**config.mk**
```make
export PLATFORM = sky130hd
export DESIGN_NAME = gvssl_ctrl
export DESIGN_NICKNAME = d
export VERILOG_FILES = /design/src/hdl/gvssl_pkg.sv /design/src/hdl/gvssl_ctrl.sv
export SDC_FILE = /design/constraint.sdc
export NUM_CORES = 1
export LEC_CHECK = 0
export ABC_CLOCK_PERIOD_IN_PS = 2200
export CAP_MARGIN = 0
export CORE_MARGIN = 2
export CORE_UTILIZATION = 60
export CTS_CLUSTER_SIZE = 20
export DETAILED_ROUTE_END_ITERATION = 8
export DONT_BUFFER_PORTS = 1
export GPL_ROUTABILITY_DRIVEN = 0
export MAX_ROUTING_LAYER = met4
export PLACE_DENSITY = 0.76
export SYNTH_ARGS = -nofsm -noshare
export SYNTH_HDL_FRONTEND = slang
export SYNTH_SLANG_ARGS = --single-unit
```
**constraint.sdc**
```tcl
create_clock -name clk -period 2.2 [get_ports clk]
set_input_delay 0.33 -clock clk [delete_from_list [all_inputs] [get_ports clk]]
set_output_delay 0.33 -clock clk [all_outputs]
set_load 0.1 [all_outputs]
```
**src/hdl/gvssl_pkg.sv**
```systemverilog
// Shared types, sizes and codes of the grouped volume-sorted start/run lists.
package gvssl_pkg;

  // Table and pool sizes
  localparam int GROUP_SLOTS  = 64;
  localparam int POOL_ENTRIES = 64;
  localparam int MAX_RESULTS  = 64;

  localparam int GIDX_W = $clog2(GROUP_SLOTS);
  localparam int GCNT_W = $clog2(GROUP_SLOTS + 1);
  localparam int IDX_W  = $clog2(POOL_ENTRIES);
  localparam int PTR_W  = $clog2(POOL_ENTRIES + 1);
  localparam int TOT_W  = $clog2(POOL_ENTRIES + 1);
  localparam int STEP_MAX = (POOL_ENTRIES > MAX_RESULTS) ? POOL_ENTRIES : MAX_RESULTS;
  localparam int STEP_W = $clog2(STEP_MAX + 1);

  localparam logic [PTR_W-1:0] NO_ENTRY = PTR_W'(POOL_ENTRIES);

  // Operation codes
  localparam logic [1:0] OP_CLEAR     = 2'd0;
  localparam logic [1:0] OP_ADD_RUN   = 2'd1;
  localparam logic [1:0] OP_ADD_START = 2'd2;
  localparam logic [1:0] OP_READ      = 2'd3;

  // Status codes
  localparam logic [1:0] ST_OK         = 2'd0;
  localparam logic [1:0] ST_TABLE_FULL = 2'd1;
  localparam logic [1:0] ST_POOL_FULL  = 2'd2;
  localparam logic [1:0] ST_NOT_FOUND  = 2'd3;

  // Group table row
  typedef struct packed {
    logic [31:0]      key;
    logic [PTR_W-1:0] shead;
    logic [PTR_W-1:0] rhead;
    logic [TOT_W-1:0] total;
  } grow_t;

  typedef struct packed {
    logic [15:0] emitter;
    logic [15:0] volume;
    logic [15:0] px;
    logic [15:0] py;
    logic [15:0] pz;
    logic [13:0] pitch;
  } start_pay_t;

  typedef struct packed {
    logic [15:0] emitter;
    logic [15:0] volume;
  } run_pay_t;

  // Controller to datapath commands
  typedef struct packed {
    logic       take;
    logic       clear;
    logic       g_rd;
    logic       g_next;
    logic       g_latch;
    logic       g_new;
    logic       walk_init;
    logic       walk_rd;
    logic       walk_adv;
    logic       ins_node;
    logic       ins_link;
    logic       set_status;
    logic [1:0] status;
    logic       use_total;
    logic       push_res;
    logic       push_entry;
  } cmd_t;

  // Datapath to controller status
  typedef struct packed {
    logic [1:0] op;
    logic       groups_empty;
    logic       groups_full;
    logic       key_hit;
    logic       g_at_end;
    logic       pool_full;
    logic       cur_end;
    logic       brk;
    logic       rd_last;
    logic       out_free;
  } stat_t;

  // Clamp a running count to the 7-bit result field
  function automatic logic [6:0] sat_total(input logic [TOT_W-1:0] t);
    if (int'(t) > 127) return 7'd127;
    else return 7'(t);
  endfunction

endpackage

```
**src/hdl/gvssl_ctrl.sv**
```systemverilog
// Controller: sequences group search, list walks, inserts and result pushes.
module gvssl_ctrl (
  input  logic             clk,
  input  logic             rst_n,
  input  logic             in_valid,
  output logic             in_ready,
  input  gvssl_pkg::stat_t st,
  output gvssl_pkg::cmd_t  cmd
);

  typedef enum logic [10:0] {
    S_IDLE = 11'b00000000001,
    S_LOOK = 11'b00000000010,
    S_GCMP = 11'b00000000100,
    S_GOT  = 11'b00000001000,
    S_WRD  = 11'b00000010000,
    S_WCMP = 11'b00000100000,
    S_INS1 = 11'b00001000000,
    S_INS2 = 11'b00010000000,
    S_EMIT = 11'b00100000000,
    S_RRD  = 11'b01000000000,
    S_RCMP = 11'b10000000000
  } state_t;

  state_t state_r, state_nxt;

  assign in_ready = (state_r == S_IDLE);

  // Next state and commands
  always_comb begin
    state_nxt = state_r;
    cmd       = '0;
    case (state_r)
      S_IDLE: begin
        if (in_valid) begin
          cmd.take  = 1'b1;
          state_nxt = S_LOOK;
        end
      end
      S_LOOK: begin
        if (st.op == gvssl_pkg::OP_CLEAR) begin
          cmd.clear      = 1'b1;
          cmd.set_status = 1'b1;
          cmd.status     = gvssl_pkg::ST_OK;
          state_nxt      = S_EMIT;
        end else if (st.groups_empty) begin
          // no groups: treat as not found
          cmd.set_status = 1'b1;
          if (st.op == gvssl_pkg::OP_READ) begin
            cmd.status = gvssl_pkg::ST_NOT_FOUND;
            state_nxt  = S_EMIT;
          end else begin
            cmd.set_status = 1'b0;
            cmd.g_new      = 1'b1;
            state_nxt      = S_GOT;
          end
        end else begin
          cmd.g_rd  = 1'b1;
          state_nxt = S_GCMP;
        end
      end
      S_GCMP: begin
        if (st.key_hit) begin
          cmd.g_latch = 1'b1;
          state_nxt   = S_GOT;
        end else if (!st.g_at_end) begin
          cmd.g_next = 1'b1;
          state_nxt  = S_LOOK;
        end else if (st.op == gvssl_pkg::OP_READ) begin
          cmd.set_status = 1'b1;
          cmd.status     = gvssl_pkg::ST_NOT_FOUND;
          state_nxt      = S_EMIT;
        end else if (st.groups_full) begin
          cmd.set_status = 1'b1;
          cmd.status     = gvssl_pkg::ST_TABLE_FULL;
          state_nxt      = S_EMIT;
        end else begin
          cmd.g_new = 1'b1;
          state_nxt = S_GOT;
        end
      end
      S_GOT: begin
        if (st.op != gvssl_pkg::OP_READ && st.pool_full) begin
          cmd.set_status = 1'b1;
          cmd.status     = gvssl_pkg::ST_POOL_FULL;
          cmd.use_total  = 1'b1;
          state_nxt      = S_EMIT;
        end else begin
          cmd.walk_init = 1'b1;
          state_nxt     = (st.op == gvssl_pkg::OP_READ) ? S_RRD : S_WRD;
        end
      end
      S_WRD: begin
        if (st.cur_end) begin
          state_nxt = S_INS1;
        end else begin
          cmd.walk_rd = 1'b1;
          state_nxt   = S_WCMP;
        end
      end
      S_WCMP: begin
        if (st.brk) begin
          state_nxt = S_INS1;
        end else begin
          cmd.walk_adv = 1'b1;
          state_nxt    = S_WRD;
        end
      end
      S_INS1: begin
        cmd.ins_node = 1'b1;
        state_nxt    = S_INS2;
      end
      S_INS2: begin
        cmd.ins_link   = 1'b1;
        cmd.set_status = 1'b1;
        cmd.status     = gvssl_pkg::ST_OK;
        cmd.use_total  = 1'b1;
        state_nxt      = S_EMIT;
      end
      S_EMIT: begin
        if (st.out_free) begin
          cmd.push_res = 1'b1;
          state_nxt    = S_IDLE;
        end
      end
      S_RRD: begin
        if (st.cur_end) begin
          // empty list
          cmd.set_status = 1'b1;
          cmd.status     = gvssl_pkg::ST_OK;
          cmd.use_total  = 1'b1;
          state_nxt      = S_EMIT;
        end else begin
          cmd.walk_rd = 1'b1;
          state_nxt   = S_RCMP;
        end
      end
      S_RCMP: begin
        if (st.out_free) begin
          cmd.push_entry = 1'b1;
          if (st.rd_last) begin
            state_nxt = S_IDLE;
          end else begin
            cmd.walk_adv = 1'b1;
            state_nxt    = S_RRD;
          end
        end
      end
      default: begin
        state_nxt = S_IDLE;
      end
    endcase
  end

  always_ff @(posedge clk) begin
    if (!rst_n) begin
      state_r <= S_IDLE;
    end else begin
      state_r <= state_nxt;
    end
  end

endmodule

```
==> metrics.txt, run 1 <==
Die W=between 40 and 50 um; Synth Warn #=0; synthesized area per cell=approximately 7.6 sq um; cell taking the most area after synthesis=dfxtp_1; clock buffer depth=2; row cnt=14; ys async rst share=0%; Yosys top cell area share=21.9%; Post-DP Area=1450 sq um; post-detail-place hpwl=around 3000 um; clock root cell=clkbuf_4; post-synth cell types=51; Mapped Cells=roughly 130; clock sink count=11; post-cts hold buffer count=0; Main synth FF type=dfxtp_1; flop and latch count out of synthesis=11; Post-CTS Setup Inserts=17; Synth area leaders=dfxtp_1 22%, nor2_1 5.2%, nand2_1 4.8%, nor4_4 4.2%, a21oi_1 4.0%; most frequent cell after synthesis=nor2_1; status=stopped before the end; Initial Util=between 60% and 70%; Synth Cell Area=1010 sq um; # IOs=32; PostCTS Resize Cnt=31; Post-synth EDFFs=0; post-synthesis sequential area ratio=a little over a fifth; H-Tree Depth=1; Err=[ERROR DPL-0038] Utilization greater than 100%, impossible to legalize; Port Buffers=0; die height=roughly 45 um; Synth top cells by count=14 x nor2_1, 13 x nand2_1, 11 x dfxtp_1; Failed at=4_1_cts; Synth Net Count=146; CTS Buf Count=3
[stage by stage]
stage	worst slack, ps	setup TNS (ps)	std cells	hold slack [ps]
3_5_place_dp	-59.8	-76.1	164	415
3_3_place_gp	193	0	164	415
2_1_floorplan	-314	-1160	132	409
[kinds of logic after synthesis]
family / synth area share [%]
AO/OA/AOI/OAI: 20.9
XOR/XNOR: 4.35
buffers and inverters: 6.46
flip-flops: 21.9
multiplexers: 0.994
AND/OR/NAND/NOR: 45.5
==> run 2: changes to the inputs <==
--- a/config.mk
+++ b/config.mk
@@ -7,14 +7,12 @@
 export LEC_CHECK = 0
 export ABC_CLOCK_PERIOD_IN_PS = 2200
 export CAP_MARGIN = 0
-export CORE_MARGIN = 2
-export CORE_UTILIZATION = 60
-export CTS_CLUSTER_SIZE = 20
+export CORE_AREA = 2 2 63 65
 export DETAILED_ROUTE_END_ITERATION = 8
+export DIE_AREA = 0 0 65 67
 export DONT_BUFFER_PORTS = 1
 export GPL_ROUTABILITY_DRIVEN = 0
-export MAX_ROUTING_LAYER = met4
-export PLACE_DENSITY = 0.76
+export PLACE_DENSITY_LB_ADDON = 0.15
 export SYNTH_ARGS = -nofsm -noshare
 export SYNTH_HDL_FRONTEND = slang
 export SYNTH_SLANG_ARGS = --single-unit
==> run 2 against run 1 <==
  * The flow now finishes, with violations (negative setup slack)
  * Area after synthesis did not move
  * Synthesized cell count unchanged
==> metrics.txt, run 2 <==
status=finished, violations left (was stopped before the end); failing checks=negative setup slack; core area=roughly 3600 sq um; Layout area overhead=67.8%; Die W=65 um (was 45.0 um); Synth Cell Area=1010 sq um (unchanged); post-synthesis simple-gate area fraction=45.5% (unchanged); peak supply drop=around 0.35 mV; Crit. End Element=output port; worst path bufs/invs=2; r2r setup slk=approximately 320 ps; biggest regs=state_r: 11 flops; final core occ=between 40% and 50%; Most flops, register=state_r; Port Buffers=0 (unchanged); CTS tree=done; clock sink count=11 (unchanged); cell taking the most area after synthesis=dfxtp_1 (unchanged); gr ovfl total=0; sw frac=50.2%; Synth Warn #=0 (unchanged); CP Max Fanout=5; FF-to-FF Start=state_r[2]; number of global-route vias before repair=roughly 1100; 1st-pass router iterations=4; crit-path leading delay family=simple AND/OR/NAND/NOR gates; Synth Net Count=146 (unchanged); post-cts hold buffer count=0 (unchanged); nets@finish=182; final hold violations=0; Max Fclk=0.453 GHz; Yosys top cell area share=21.9% (unchanged); hold_sp=st[8]; max reg flops=11; post-detail-place hpwl=2490 um (was 2980 um); CP max-delay cell=or3_4; Main synth FF type=dfxtp_1 (unchanged); post-synthesis sequential area ratio=21.9% (unchanged); register share of total power=a little under a fifth; CP arrival=1880 ps; diodes inserted=0; CTS Buf Count=3 (unchanged); vias post-DR=about 1100; clock root cell=clkbuf_8 (was clkbuf_4); met3 wire len=roughly 130 um; Max transition margin=59.6%; leading cell type in the layout, fill and taps excluded=buf_4; Synth top cells by count=14 x nor2_1, 13 x nand2_1, 11 x dfxtp_1 (unchanged); share of layout cells above drive strength 1=49.7%; PD cells=between 900 and 1000 nW/um^2; Cell Int Power=around 0.76 mW; most frequent cells in the layout=26 x buf_4, 13 x buf_12, 12 x nand2_1; worst reg2reg path depth=6; Clk pwr share=between 10% and 20%; # DRC=0; Compound-Gate Fraction of Synth Area=20.9% (unchanged); WP data required=roughly 1900 ps; Mapped Cells=132 (unchanged); initial antenna violation count=0; post-synth cell types=51 (unchanged); Die ar.=4360 sq um; Synth area leaders=dfxtp_1 22%, nor2_1 5.2%, nand2_1 4.8%, nor4_4 4.2%, a21oi_1 4.0% (unchanged); mux contribution to synthesized area=0.994% (unchanged); fin cells=215; CP Class=flop to output port; global-route wire length before repair=5060 um; Startpoint Class=flop; crit-path cells=or3_4 -> nor4b_4 -> and3_4 -> inv_4 -> o21ai_4 -> buf_12; clk slew on worst S/H paths=50 ps; most frequent cell after synthesis=nor2_1 (unchanged); worst skew pair latency=about 240 ps; H-Tree Depth=1 (unchanged); final period utilization=100%; post-placement cell count=199 (was 164); largest net degree at the start of global routing=10; post-synthesis xor/xnor area fraction=4.35% (unchanged); WL/cell=15.0 um; vias per inst=5.13; min cycle time layout=between 2000 and 2500 ps; Worst Hold Endpoint=state_r[2]; WL final=between 3000 and 4000 um; Setup Total Neg Slack=-6.17 ps; # IOs=32 (unchanged); Max stage delay on crit path=between 400 and 500 ps; row cnt=22 (was 14); Tightest Hold Check Type=input port to flop; P_leak=roughly 0.65 nW; setup ws final=-6.17 ps; Post-synth EDFFs=0 (unchanged); Routed Antenna Nets=0; aggregate global-route resource usage=approximately 15%; initial DRC count=between 70 and 80; flop and latch count out of synthesis=11 (unchanged); metal2 WL=~1600 um; largest family of logic cells by synthesized area=simple AND/OR/NAND/NOR gates (unchanged); Max Used Layer=met4; count of final setup violators=1; Met1 Wirelength=1410 um; clock buffer depth=2 (unchanged); Tightest Pin Transition=597 ps; Initial Util=27.9% (was 65.3%); combinational share of power=67.5%; Final Power=1.52 mW; die height=67 um (was 45.0 um); RSZ-0062 raised after global routing=true; Pins Over Slew Limit=0; ys async rst share=0% (unchanged); Psw=around 0.77 mW; Max-cap violations=0; synthesized area per cell=7.63 sq um (unchanged); Hold Crit Depth=1; adder-cell share of the synthesized area=0% (unchanged); r2r endpoint=state_r[0]; skew final=about 1.3 ps
run 2: cell counts after synthesis:
No cell type changed its count.
run 2: area by class of cell:
cell class / instances / area, sq um
fillers: 359 / 1920
repair buffers: 39 / 455
flip-flops and latches: 11 / 234
clock buffers: 4 / 45.0
well taps: 48 / 60.1
multi-input cells: 107 / 863
inverters: 6 / 32.5
run 2: metal layers:
metal  GRT usage (%)  vias to the layer above
li1                -                      552
met1            20.5                      520
met2            24.7                       28
met3            3.21                        4
met4            5.32                        0
met5               0                        -
run 2: timing repair:
| item | CTS | global route |
|---|---|---|
| setup buffers | 5 | 7 |
| endpoints found under the setup margin | 11 | 11 |
| resized for setup | 3 | 9 |
| pin swaps | 5 | 8 |
run 2: power by group through the flow:
stage | registers [mW] | logic, mW | clock network (mW)
finish | 0.292 | 1.03 | 0.203
global route | 0.296 | 1.09 | 0.220
floorplan | 0.246 | 0.730 | 0
CTS | 0.296 | 0.954 | 0.209
global placement | 0.288 | 0.894 | 0
detailed placement | 0.292 | 0.890 | 0
run 2: cell families after synthesis:
logic type      Yosys count
compound gates           31
xor+xnor                  5
buf+inv                  14
flops                    11
mux                       1
simple gates             70
run 2: through the flow:
stage	area, sq um	hold WS, ps	worst slack, ps
after floorplan	1130	409	-314
after global placement	1520	412	121
after detailed placement	1520	415	111
after CTS	1610	165	-1.95
after global routing	1690	159	-86.2
final	1690	164	-6.17
run 2: worst max path at each step:
stage               start  endpoint  cells after the start
2_1_floorplan  state_r[1]    cmd[8]                      6
3_3_place_gp   state_r[1]    cmd[8]                      6
3_5_place_dp   state_r[1]    cmd[8]                      6
4_1_cts        state_r[5]    cmd[8]                      6
5_1_grt        state_r[2]    cmd[8]                      6
6_report       state_r[2]    cmd[8]                      6
No activity file was read; power rests on OpenSTA's default activity.
